[config.mk]
export PLATFORM = sky130hd
export DESIGN_NAME = sqpq_cell
export DESIGN_NICKNAME = d
export VERILOG_FILES = /design/src/rtl/sqpq_pkg.sv /design/src/rtl/sqpq_cell.sv
export SDC_FILE = /design/constraint.sdc
export NUM_CORES = 1
export LEC_CHECK = 0
export BUFFER_PORTS_ARGS = -buffer_cell sky130_fd_sc_hd__buf_2
export CORE_AREA = 8 8 114 116
export CTS_CLUSTER_DIAMETER = 200
export CTS_CLUSTER_SIZE = 40
export DETAILED_ROUTE_END_ITERATION = 7
export DIE_AREA = 0 0 122 124
export PLACE_DENSITY = 0.77
export SETUP_SLACK_MARGIN = 0.4
export SYNTH_ARGS = -nofsm -noshare
export SYNTH_HDL_FRONTEND = slang
export SYNTH_SLANG_ARGS = --single-unit
[constraint.sdc]
create_clock -name i_clk -period 5.1 [get_ports i_clk]
set_clock_uncertainty 0.2 [all_clocks]
set_input_delay 0.765 -clock i_clk [delete_from_list [all_inputs] [get_ports i_clk]]
set_output_delay 0.765 -clock i_clk [all_outputs]
set_load 0.05 [all_outputs]
[src/rtl/sqpq_pkg.sv]
`timescale 1ns / 1ps
// Package for the sorted search priority queue.
// Holds the entry layout, action codes and cell control word; no dependencies.
package sqpq_pkg;

    localparam int CAPACITY      = 256;
    localparam int ROW_W         = 10;
    localparam int COL_W         = 10;
    localparam int COST_W        = 16;
    localparam int KEY_W         = COST_W + 1;
    localparam int PREFIX_LEVELS = $clog2(CAPACITY);

    typedef enum logic [1:0] {
        ACT_CLEAR  = 2'd0,
        ACT_POP    = 2'd1,
        ACT_INSERT = 2'd2,
        ACT_REPOS  = 2'd3
    } t_action;

    typedef struct packed {
        logic [ROW_W-1:0]  row;
        logic [COL_W-1:0]  col;
        logic              side;
        logic [COST_W-1:0] path;
        logic [COST_W-1:0] est;
    } t_entry;

    typedef enum logic [2:0] {
        CELL_HOLD   = 3'd0,
        CELL_CLEAR  = 3'd1,
        CELL_POP    = 3'd2,
        CELL_INSERT = 3'd3,
        CELL_REMOVE = 3'd4
    } t_cell_op;

    // Broadcast to every cell of the row
    typedef struct packed {
        t_cell_op         op;
        t_entry           entry;
        logic [KEY_W-1:0] key;
        logic [ROW_W-1:0] goal_row;
        logic [COL_W-1:0] goal_col;
    } t_cell_ctl;

    function automatic logic [KEY_W-1:0] key_of(input t_entry e);
        return {1'b0, e.path} + {1'b0, e.est};
    endfunction

endpackage

[src/rtl/sqpq_cell.sv]
`timescale 1ns / 1ps
// One slot of the sorted row: holds an entry and its occupied flag.
// Depends on sqpq_pkg; trades entries with its two neighbors.
module sqpq_cell (
    input  logic                i_clk,
    input  logic                i_rst_n,
    input  sqpq_pkg::t_cell_ctl i_ctl,
    input  logic                i_is_head,
    input  logic                i_prev_valid,
    input  logic                i_prev_stay,
    input  logic                i_prev_gt,
    input  sqpq_pkg::t_entry    i_prev_entry,
    input  logic                i_next_valid,
    input  sqpq_pkg::t_entry    i_next_entry,
    input  logic                i_rm_before,
    output sqpq_pkg::t_entry    o_entry,
    output logic                o_valid,
    output logic                o_stay,
    output logic                o_gt,
    output logic                o_match
);

    sqpq_pkg::t_entry             r_entry, n_entry;
    logic                         r_valid, n_valid;
    logic [sqpq_pkg::KEY_W-1:0]   w_key;
    logic                         w_gt;
    logic                         w_tie;

    // Compare own key against the new one; a goal tie only holds the first
    // slot whose key is not below the new key
    assign w_key   = sqpq_pkg::key_of(r_entry);
    assign w_gt    = r_valid && (i_is_head ? (w_key <= i_ctl.key) : (i_ctl.key > w_key));
    assign w_tie   = r_valid && (w_key == i_ctl.key) && (r_entry.row == i_ctl.goal_row)
                     && (r_entry.col == i_ctl.goal_col);
    assign o_stay  = w_gt || (!i_is_head && w_tie && i_prev_gt);
    assign o_gt    = w_gt;
    assign o_match = r_valid && (r_entry.row == i_ctl.entry.row)
                     && (r_entry.col == i_ctl.entry.col) && (r_entry.side == i_ctl.entry.side);

    // Pick next contents per operation
    always_comb begin
        n_entry = r_entry;
        n_valid = r_valid;
        case (i_ctl.op)
            sqpq_pkg::CELL_CLEAR: begin
                n_valid = 1'b0;
            end
            sqpq_pkg::CELL_POP: begin
                n_entry = i_next_entry;
                n_valid = i_next_valid;
            end
            sqpq_pkg::CELL_INSERT: begin
                if (!o_stay) begin
                    n_entry = (i_is_head || i_prev_stay) ? i_ctl.entry : i_prev_entry;
                end
                n_valid = r_valid | i_prev_valid | i_is_head;
            end
            sqpq_pkg::CELL_REMOVE: begin
                if (i_rm_before || o_match) begin
                    n_entry = i_next_entry;
                    n_valid = i_next_valid;
                end
            end
            default: begin
                n_entry = r_entry;
                n_valid = r_valid;
            end
        endcase
    end

    always_ff @(posedge i_clk) begin
        r_entry <= n_entry;
        if (!i_rst_n) begin
            r_valid <= 1'b0;
        end else begin
            r_valid <= n_valid;
        end
    end

    assign o_entry = r_entry;
    assign o_valid = r_valid;

endmodule

==> metrics, run 1 <==
net count after synthesis=686; Antenna Cells=0; post-detail-place hpwl=14,150 um; Hold Buf Count CTS=0; share of cells above drive strength 1=44.52%; internal power contribution=between 1000 and 1500 uW; kind of launch point of the worst setup path=register; peak clock frequency supported by timing=between 200 and 250 MHz; Clk Latency, worst-skew pair=0.29 ns; TritonCTS sink count=54; wire length of the first global-routing pass=roughly 25,000 um; Starting DRT DRC Count=235; buffers from clock root to sink, at most=2; Die Wd=122 um; number of flops mapped to enable cells by yosys=53; highest fanout seen on the critical path=3; Syn Std Cell Area=0.004374 mm2; share of power burned in combinational logic=37.6%; area of the core region=0.01117 mm2; port buffer count=around 260; clock period minus worst slack=4.858 ns; worst IR drop on VDD=0.1305 mV; Critical Path End Type=output pin; area enclosed by the die boundary=0.01513 mm2; number of nets in the layout=961; Max-Slew Margin vs Limit=31.59%; final-report hold violation count=0; Switching Fraction=32.94%; outcome=finished, final reports clean; cell seen most often among critical-path stages=sky130_fd_sc_hd__and4_1; max incr delay on CP=0.45 ns; starting density of the core=between 30% and 40%; total negative slack=0 ns; max layer used=met4; count of final setup violators=0; TritonCTS clock tree=done; Detailed Route WL=16,790 um; area grow syn2layout=45.08%; number of antenna violations at the first check in global routing=0; global-route usage over all layers=20.97%; DRC Markers=0; Arr. time, crit path=approximately 4 ns; Post-Syn Instances=445; post-DR wirelength/cell=19.43 um; actual slew at the worst max-slew pin=between 1 and 1.5 ns; clock network fraction of design power=27.4%; mean instance size in the synthesized netlist=9.830 um2; number of primary I/O pins=264; final instance area=0.006346 mm2; routed length on met1=6387 um; most instantiated flip-flop cell in the synthesis netlist=sky130_fd_sc_hd__edfxtp_1; Setup Slack @ Placement=0.3637 ns; cell area power density=248.4 mW/mm2; maximum number of pins on one net before global-route repair=57; Vert. Die Dim=124 um; hold crit path type=register to register; min setup slack post-route=0.2417 ns; worst hold slack=0.5241 ns; CTS H-Tree Depth=2; met2 WL=8938 um; crit path kind=register to output pin; share of the yosys chip area belonging to registers=36.84%; Max Cap Violations=0; Net Switching=519.2 uW; routability cong.=0.9005; GR Overflow Total=0; via count of the first global-routing pass=around 4,800; antenna violation net count after detailed routing=0; async set-reset flop share out of synthesis=0%; Flop pwr share=a little over a third; Leak Pwr=0.002944 uW; Cell variety after synth=48; clock-pin slew on the worst setup and hold paths=0.07 ns; register bit count reported by yosys=54; Std-Cell Rows=39; total clock buffers created by CTS=5; RSZ-0062 raised after global routing=yes; vias=4,486; period utilisation layout=95.26%; detailed-routing iteration count for the pre-antenna-repair pass=4; area after detailed placement=0.005911 mm2; Slowest cell on crit path=sky130_fd_sc_hd__or4b_4; endpoint required time on the critical path=around 4.1 ns; clock root buffer=sky130_fd_sc_hd__clkbuf_16; Syn. warnings=0; critical path cell sequence=ha_1 > a21o_1 > a221oi_4 > a211o_1 > and3_4 > or4b_4 > o211a_1 > ha_4 > and4_1 > and4_1 > nand3b_1 > buf_4 > a31oi_4 > inv_2 > buf_8; Via density=5.192; Met3 Wirelength=1213 um; fin. max-slew vios=0
layer usage:
layer | global-route usage (%) | vias to the layer above
li1 | - | 2217
met1 | 23.13 | 2069
met2 | 39.02 | 180
met3 | 5.304 | 20
met4 | 5.705 | 0
met5 | 0 | -
flip-flops by register name (all words and copies together), names as in the netlist:
| register | count |
|---|---|
| o_entry | 53 |
| o_valid | 1 |
cells by family after synthesis:
group	share of synthesized area, %
buffers and inverters	2.374
AOI/OAI and AO/OA	15.19
adders and majority gates	9.897
xor gates and xnor gates	10.41
DFF	36.84
muxes	12.36
and+or+nand+nor	12.93
worst paths after layout:
path                               from                     to  slack [ns]  cells past startpoint
setup reg to reg  o_entry[17]$_DFFE_PP_  o_entry[33]$_DFFE_PP_        0.59                     16
setup / recovery  o_entry[17]$_DFFE_PP_                 o_stay        0.24                     15
hold / removal     o_valid$_SDFFE_PN0P_   o_valid$_SDFFE_PN0P_        0.52                      1
hold reg to reg    o_valid$_SDFFE_PN0P_   o_valid$_SDFFE_PN0P_        0.52                      1
synth_stat cells (2+ instances only):
library cell               instances  area share [%]
sky130_fd_sc_hd__nand2_1          63             5.4
sky130_fd_sc_hd__o21ai_0          62             7.1
sky130_fd_sc_hd__mux2i_1          54              12
sky130_fd_sc_hd__edfxtp_1         53              36
sky130_fd_sc_hd__xnor2_1          41             8.2
sky130_fd_sc_hd__ha_1             33             9.4
sky130_fd_sc_hd__a21oi_1          18             2.1
sky130_fd_sc_hd__clkbuf_1         12             1.0
sky130_fd_sc_hd__xor2_1           11             2.2
sky130_fd_sc_hd__inv_1             9            0.77
sky130_fd_sc_hd__nand4_1           9             1.3
sky130_fd_sc_hd__nand3_1           8            0.92
sky130_fd_sc_hd__nor2_1            8            0.69
sky130_fd_sc_hd__a21o_1            5            0.86
sky130_fd_sc_hd__and4_1            5             1.0
sky130_fd_sc_hd__buf_2             5            0.57
sky130_fd_sc_hd__nor4_1            4            0.57
sky130_fd_sc_hd__o21a_1            4            0.69
sky130_fd_sc_hd__a31oi_1           3            0.43
sky130_fd_sc_hd__and3_1            3            0.43
sky130_fd_sc_hd__and3_4            2            0.51
sky130_fd_sc_hd__nand2b_1          2            0.29
sky130_fd_sc_hd__nand3b_1          2            0.34
sky130_fd_sc_hd__nor2b_1           2            0.29
sky130_fd_sc_hd__nor3_1            2            0.23
sky130_fd_sc_hd__nor3b_1           2            0.34
sky130_fd_sc_hd__o31a_1            2            0.40
cells in the final DEF, fill, tap and decap left out, types with 2 or more instances in the layout:
cell type / count
sky130_fd_sc_hd__a21o_1: 5
sky130_fd_sc_hd__a21oi_1: 14
sky130_fd_sc_hd__a21oi_2: 4
sky130_fd_sc_hd__a31oi_1: 2
sky130_fd_sc_hd__and3_1: 2
sky130_fd_sc_hd__and3_4: 2
sky130_fd_sc_hd__and4_1: 4
sky130_fd_sc_hd__buf_12: 2
sky130_fd_sc_hd__buf_2: 261
sky130_fd_sc_hd__buf_4: 19
sky130_fd_sc_hd__buf_8: 2
sky130_fd_sc_hd__bufinv_16: 2
sky130_fd_sc_hd__clkbuf_16: 5
sky130_fd_sc_hd__edfxtp_1: 53
sky130_fd_sc_hd__ha_1: 28
sky130_fd_sc_hd__ha_4: 4
sky130_fd_sc_hd__inv_1: 8
sky130_fd_sc_hd__mux2i_1: 54
sky130_fd_sc_hd__nand2_1: 62
sky130_fd_sc_hd__nand2b_1: 2
sky130_fd_sc_hd__nand3_1: 8
sky130_fd_sc_hd__nand3b_1: 2
sky130_fd_sc_hd__nand4_1: 9
sky130_fd_sc_hd__nor2_1: 7
sky130_fd_sc_hd__nor3_1: 2
sky130_fd_sc_hd__nor4_1: 3
sky130_fd_sc_hd__o21a_1: 3
sky130_fd_sc_hd__o21ai_0: 62
sky130_fd_sc_hd__o31a_1: 2
sky130_fd_sc_hd__xnor2_1: 41
sky130_fd_sc_hd__xor2_1: 11
area by class of cell:
class / instances / area [um2]
repair buffers: 284 / 1519
inverters: 9 / 33.78
fillers: 997 / 4828
clock buffers: 5 / 125.1
well taps: 143 / 178.9
multi-input cells: 366 / 2814
clock inverters: 3 / 63.81
flip-flops and latches: 54 / 1612
repair_timing:
action | 4_1_cts | 5_1_grt
resized for setup | 12 | 11
setup endpoints to repair | 12 | 30
cloned | 0 | 1
pin swaps | 17 | 11
setup buffers | 13 | 4
power by group through the flow:
stage	logic, uW	clock network [uW]	registers, uW
after floorplan	257	0	647
after global placement	529	0	560
after detailed placement	544	0	562
after CTS	572	441	552
after global routing	643	459	555
final	593	431	552
stage by stage:
step	utilization, %	instances	total power [uW]
floorplan	-	445	904.2
global placement	52.89	838	1089
detailed placement	52.89	838	1106
CTS	55.98	859	1565
global route	56.79	864	1658
finish	56.79	864	1576
worst max-delay path: cells and delay by family (launching register included):
family,cells,cell delay [ns]
AOI/OAI and AO/OA,5,1.04
adders and majority gates,2,0.58
buffers and inverters,3,0.42
DFF,1,0.40
and+or+nand+nor,5,1.17
Power figures use the tool's default switching activity.
==> run 2, diff against run 1 <==
CELL_PAD_IN_SITES_DETAIL_PLACEMENT = 1   (was not set)
CELL_PAD_IN_SITES_GLOBAL_PLACEMENT = 2   (was not set)
CORE_AREA = 8 8 139 141   (was 8 8 114 116)
DIE_AREA = 0 0 147 149   (was 0 0 122 124)
PLACE_DENSITY = not set   (was 0.77)
PLACE_DENSITY_LB_ADDON = 0.1   (was not set)
clock period = 6.2 ns   (was 5.1 ns; I/O delays follow)
==> run 2 against run 1 <==
  * Total power down 26%
  * Cell area is 4.2% lower
  * Worst hold slack got worse by 0.0077 ns
  * Worst setup slack gained 0.61 ns
  * Via count shrank 4.3%
  * Routed wire length increased by 10%
  * Clock power is 36% lower
  * Final cell count is 7.2% higher
==> metrics, run 2 (synthesized netlist as in run 1, its figures left out) <==
fin. max-slew vios=0 (unchanged); highest-utilization routing layer at the global route stage=met2; number of antenna violations at the first check in global routing=1 (+1); period utilisation layout=86.20%; actual slew at the worst max-slew pin=1.085 ns (+0.06086 ns); number of nets in the layout=941 (-2.1%); Hold Crit Endpoint=o_valid$_SDFFE_PN0P_; cell area power density=192.9 mW/mm2 (-22%); launch instance of the worst register-to-register path=o_entry[2]$_DFFE_PP_; GR Overflow Total=0 (unchanged); Starting DRT DRC Count=84 (-64%); top library cells by usage in the layout, fill and taps aside=sky130_fd_sc_hd__buf_2, sky130_fd_sc_hd__nand2_1, sky130_fd_sc_hd__o21ai_0; outcome=finished, final reports clean; Die Wd=147 um (+20%); worst IR drop on VDD=0.1044 mV (-20%); delay-heaviest family, CP=simple AND/OR/NAND/NOR gates; Critical Path End Type=output pin; reg2reg path depth=15 (-1); final-report hold violation count=0 (unchanged); Post-CTS Setup Inserts=0 (-13); met3 Usage GRT=6.098% (+0.79 points); routability cong.=0.8106 (-10%); peak clock frequency supported by timing=~190 MHz; area grow syn2layout=39.04%; global-route track usage on met2=30.37% (-8.6 points); Clk Latency, worst-skew pair=0.30 ns (about the same); buffers from clock root to sink, at most=2 (unchanged); post-DR wirelength/cell=19.96 um (+2.7%); area of the core region=0.01706 mm2 (+53%); Std-Cell Rows=48 (+23%); number of filler cells placed in the layout=2,063 (+110%); Max-Slew Margin vs Limit=27.52% (-4.1 points); number of flip-flops in the largest register=53 (unchanged); antenna violation net count after detailed routing=0 (unchanged); Antenna Cells=0 (unchanged); crit path kind=register to output pin; post-detail-place hpwl=16,000 um (+13%); hold crit path type=register to register; clock root buffer=sky130_fd_sc_hd__clkbuf_16; Leak Pwr=0.002799 uW (-4.9%); total negative slack=0 ns (unchanged); clock-pin slew on the worst setup and hold paths=0.07 ns (about the same); final cell count without fillers=926 (+7.2%); port buffer count=263 (unchanged); Via density=4.637 (-11%); flop-to-flop setup slack=1.34 ns (+0.75 ns); highest fanout seen on the critical path=4 (+1); met1 routing resource usage after global routing=17.98% (-5.2 points); TritonCTS clock tree=done; final core utilization=35.66% (-21 points); number of primary I/O pins=264 (unchanged); worst hold slack=0.5164 ns (-0.007689 ns); hold path depth=1 (unchanged); Arr. time, crit path=4.21 ns (+0.32 ns); share of cells above drive strength 1=39.80% (-4.7 points); endpoint required time on the critical path=5.07 ns (+0.93 ns); Vert. Die Dim=149 um (+20%); total clock buffers created by CTS=5 (unchanged); critical path startpoint=o_entry[2]$_DFFE_PP_; count of final setup violators=0 (unchanged); kind of launch point of the worst setup path=register; max incr delay on CP=0.44 ns (about the same); wire length of the first global-routing pass=27,920 um (+13%); most common library cell in the layout ignoring fill and taps=sky130_fd_sc_hd__buf_2; Crit Reg-Reg Endpoint=o_entry[35]$_DFFE_PP_; CTS H-Tree Depth=2 (unchanged); vias=4,294 (-4.3%); Hold Buf Count CTS=0 (unchanged); clock period minus worst slack=roughly 5.3 ns; via count of the first global-routing pass=4,950 (+2.7%); number of cells on the critical path=15 (unchanged); Detailed Route WL=18,490 um (+10%); Overall Power=1173 uW (-26%); DRC Markers=0 (unchanged); RSZ-0062 raised after global routing=no; global-route usage over all layers=16.49% (-4.5 points); starting density of the core=25.65% (-13 points); detailed-routing iteration count for the pre-antenna-repair pass=4 (unchanged); TritonCTS sink count=54 (unchanged); Slowest cell on crit path=sky130_fd_sc_hd__or4b_1; hold path startpoint=o_valid$_SDFFE_PN0P_; Crit path buffers/inverters=2 (-1); post-CTS sizing=0 (-12); Max Cap Violations=0 (unchanged); maximum number of pins on one net before global-route repair=108 (+89%); area enclosed by the die boundary=0.02190 mm2 (+45%); Placed Cells=918 (+9.5%); critical path cell sequence=ha_1 > and3_4 > a221oi_4 > a211o_1 > and3_4 > or4b_1 > o211a_1 > ha_1 > and4_1 > and4_1 > nand3b_1 > nor4_1 > a31oi_1 > inv_1 > buf_2
## run 2: cell types whose count changed in the layout (fill, tap and decap cells not counted), moves of 3 or more
| cell | change |
|---|---|
| sky130_fd_sc_hd__buf_4 | -18 |
| sky130_fd_sc_hd__ha_1 | +5 |
| sky130_fd_sc_hd__a21oi_1 | +4 |
| sky130_fd_sc_hd__a21oi_2 | -4 |
| sky130_fd_sc_hd__ha_4 | -4 |
| sky130_fd_sc_hd__clkbuf_1 | +3 |
## run 2: worst max-delay path by stage
stage                     slack (ns)              endpoint
after floorplan                 0.87  o_entry[0]$_DFFE_PP_
after global placement          1.23                o_stay
after detailed placement        1.20                o_stay
after CTS                       0.82                o_stay
after global routing            0.66                o_stay
final                           0.86                o_stay
## run 2: report_power, final
group	leakage, uW	internal (uW)	switching [uW]
combinational	0.00222	177	267
clock	0.0000652	151	126
sequential	0.000512	432	20.0
## run 2: stage by stage
step	instance area, um2	worst slack [ns]
3_5_place_dp	5946	1.202
3_3_place_gp	5946	1.230
2_1_floorplan	4374	0.8708
6_report	6082	0.8557
5_1_grt	6082	0.6588
4_1_cts	6082	0.8222
## run 2: layer usage
metal / vias to the layer above / wire length [um]
li1: 2167 / -
met5: - / 12
met3: 8 / 1405
met2: 143 / 9479
met1: 1974 / 7469
met4: 2 / 119
## run 2: area by class of cell
cell class                 count  area [um2]  area share (%)
sequential                    54        1612           26.50
inverter                       9       33.78          0.5554
multi-input combinational    365        2675           43.98
tap                          225       281.5           4.629
clock buffer                   8       136.4           2.242
timing repair buffer         265        1344           22.09
==> run 3, diff against run 2 <==
PLACE_DENSITY = 0.95   (was not set)
PLACE_DENSITY_LB_ADDON = not set   (was 0.1)
==> run 3 against run 2 <==
  * Sequential cell count stayed put
  * Total power up 1.2%
  * Worst hold slack lost 0.028 ns
  * Critical path type unchanged
==> metrics, run 3 (synthesized netlist as in run 1, its figures left out) <==
clock root buffer=sky130_fd_sc_hd__clkbuf_16; via count of the first global-routing pass=5,014 (+1.3%); Via density=4.796 (+3.4%); Overall Power=1187 uW (+1.2%); Clk Latency, worst-skew pair=0.30 ns (about the same); endpoint required time on the critical path=5.07 ns (about the same); CTS H-Tree Depth=2 (unchanged); delay-heaviest family, CP=simple AND/OR/NAND/NOR gates; Vert. Die Dim=149 um (unchanged); global-route usage over all layers=16.52% (+0.035 points); area enclosed by the die boundary=0.02190 mm2 (unchanged); port buffer count=263 (unchanged); actual slew at the worst max-slew pin=0.9699 ns (-0.1147 ns); area of the core region=0.01706 mm2 (unchanged); critical path startpoint=o_entry[4]$_DFFE_PP_; total negative slack=0 ns (unchanged); kind of launch point of the worst setup path=register; total clock buffers created by CTS=5 (unchanged); Max Cap Violations=0 (unchanged); Crit Reg-Reg Endpoint=o_entry[4]$_DFFE_PP_; DRC Markers=0 (unchanged); Setup Slack @ Placement=1.005 ns (-0.1968 ns); area grow syn2layout=39.22%; Leak Pwr=0.002801 uW (about the same); detailed-routing iteration count for the pre-antenna-repair pass=4 (unchanged); max layer used=met5; hold crit path type=register to register; Die Wd=147 um (unchanged); final cell count without fillers=927 (+0.11%); crit path kind=register to output pin; launch instance of the worst register-to-register path=o_entry[4]$_DFFE_PP_; Std-Cell Rows=48 (unchanged); highest fanout seen on the critical path=4 (unchanged); GR Overflow Total=0 (unchanged); top library cells by usage in the layout, fill and taps aside=sky130_fd_sc_hd__buf_2, sky130_fd_sc_hd__nand2_1, sky130_fd_sc_hd__o21ai_0; TritonCTS sink count=54 (unchanged); fin. max-slew vios=0 (unchanged); post-detail-place hpwl=15,840 um (-1.0%); share of cells above drive strength 1=40.09% (+0.29 points); antenna violation net count after detailed routing=0 (unchanged); worst hold slack=0.4880 ns (-0.02838 ns); starting density of the core=25.65% (unchanged); maximum number of pins on one net before global-route repair=108 (unchanged); Critical Path End Type=output pin; min setup slack post-route=0.7040 ns (-0.1516 ns); Met3 Wirelength=1518 um (+8.0%); Starting DRT DRC Count=127 (+51%); period utilisation layout=88.64% (+2.4 points); flop-to-flop setup slack=1.04 ns (-0.30 ns); routed length on met1=6992 um (-6.4%); Crit path buffers/inverters=2 (unchanged); most common library cell in the layout ignoring fill and taps=sky130_fd_sc_hd__buf_2; buffers from clock root to sink, at most=2 (unchanged); post-CTS sizing=0 (unchanged); Hold Buf Count CTS=0 (unchanged); cell area power density=195.0 mW/mm2 (+1.1%); number of antenna violations at the first check in global routing=3 (+2); outcome=finished, final reports clean; clock-pin slew on the worst setup and hold paths=0.07 ns (about the same); TritonCTS clock tree=done; Max-Slew Margin vs Limit=35.34% (+7.8 points); wire length of the first global-routing pass=28,080 um (+0.59%); count of final setup violators=0 (unchanged); Arr. time, crit path=4.37 ns (+0.16 ns); number of cells on the critical path=15 (unchanged); final-report hold violation count=0 (unchanged); met2 WL=9391 um (-0.93%); Detailed Route WL=18,350 um (-0.72%); end point of the critical path=o_stay; Slowest cell on crit path=sky130_fd_sc_hd__or4b_1; max incr delay on CP=0.44 ns (about the same); number of nets in the layout=941 (unchanged); number of flip-flops in the largest register=53 (unchanged); post-DR wirelength/cell=19.80 um (-0.83%); peak clock frequency supported by timing=182.0 MHz (-2.8%); critical path cell sequence=ha_1 > and3_4 > a221oi_4 > a211o_1 > and3_4 > or4b_1 > o211a_1 > ha_1 > and4_1 > and4_1 > o21ai_0 > o2111ai_1 > a31oi_1 > inv_1 > buf_2; number of primary I/O pins=264 (unchanged); clock period minus worst slack=5.496 ns (+0.1516 ns); Placed Cells=918 (unchanged); worst IR drop on VDD=0.1205 mV (+15%); number of filler cells placed in the layout=2,084 (+1.0%); Post-CTS Setup Inserts=0 (unchanged); reg2reg path depth=15 (unchanged); hold path depth=1 (unchanged); RSZ-0062 raised after global routing=no; routability cong.=0.8591 (+6.0%); vias=4,446 (+3.5%)
## run 3: through the flow
stage	util (%)	area, um2
final	35.70	6090
after global routing	35.70	6090
after CTS	35.69	6087
after detailed placement	34.86	5946
after global placement	34.86	5946
after floorplan	-	4374
## run 3: report_power, final
| group | total [uW] | internal (uW) | switching, uW |
|---|---|---|---|
| clock | 289 | 148 | 141 |
| sequential | 451 | 432 | 19.0 |
| combinational | 448 | 178 | 270 |
| total | 1190 | 758 | 430 |
## run 3: per-layer routing
metal  vias up  GRT usage, %
met1      2085         17.21
met5         -             0
li1       2170             -
met3        23         6.250
met4         4         5.048
met2       164         30.32
## run 3: final cells by class
type	instances	area, um2	share of cell area [%]
inverter	9	33.78	0.5548
tap	225	281.5	4.623
multi-input combinational	365	2675	43.93
timing repair buffer	265	1344	22.07
clock buffer	5	125.1	2.055
clock inverter	3	16.27	0.2671
antenna	1	2.502	0.04109
sequential	54	1612	26.46
## run 3: worst min-delay path by stage
stage / end / start
6_report: o_valid$_SDFFE_PN0P_ / o_valid$_SDFFE_PN0P_
5_1_grt: o_valid$_SDFFE_PN0P_ / o_valid$_SDFFE_PN0P_
4_1_cts: o_valid$_SDFFE_PN0P_ / o_valid$_SDFFE_PN0P_
3_5_place_dp: o_valid$_SDFFE_PN0P_ / o_valid$_SDFFE_PN0P_
3_3_place_gp: o_valid$_SDFFE_PN0P_ / o_valid$_SDFFE_PN0P_
2_1_floorplan: o_valid$_SDFFE_PN0P_ / o_valid$_SDFFE_PN0P_
## run 3: worst reg2reg max path: cells and delay by family (launching register included)
| family | cells | cell delay, ns |
|---|---|---|
| AND/OR/NAND/NOR | 5 | 1.23 |
| AO/OA/AOI/OAI | 7 | 2.03 |
| buffers and inverters | 1 | 0.30 |
| adder cells (fa/ha/maj) | 2 | 0.70 |
| flip-flops | 1 | 0.40 |
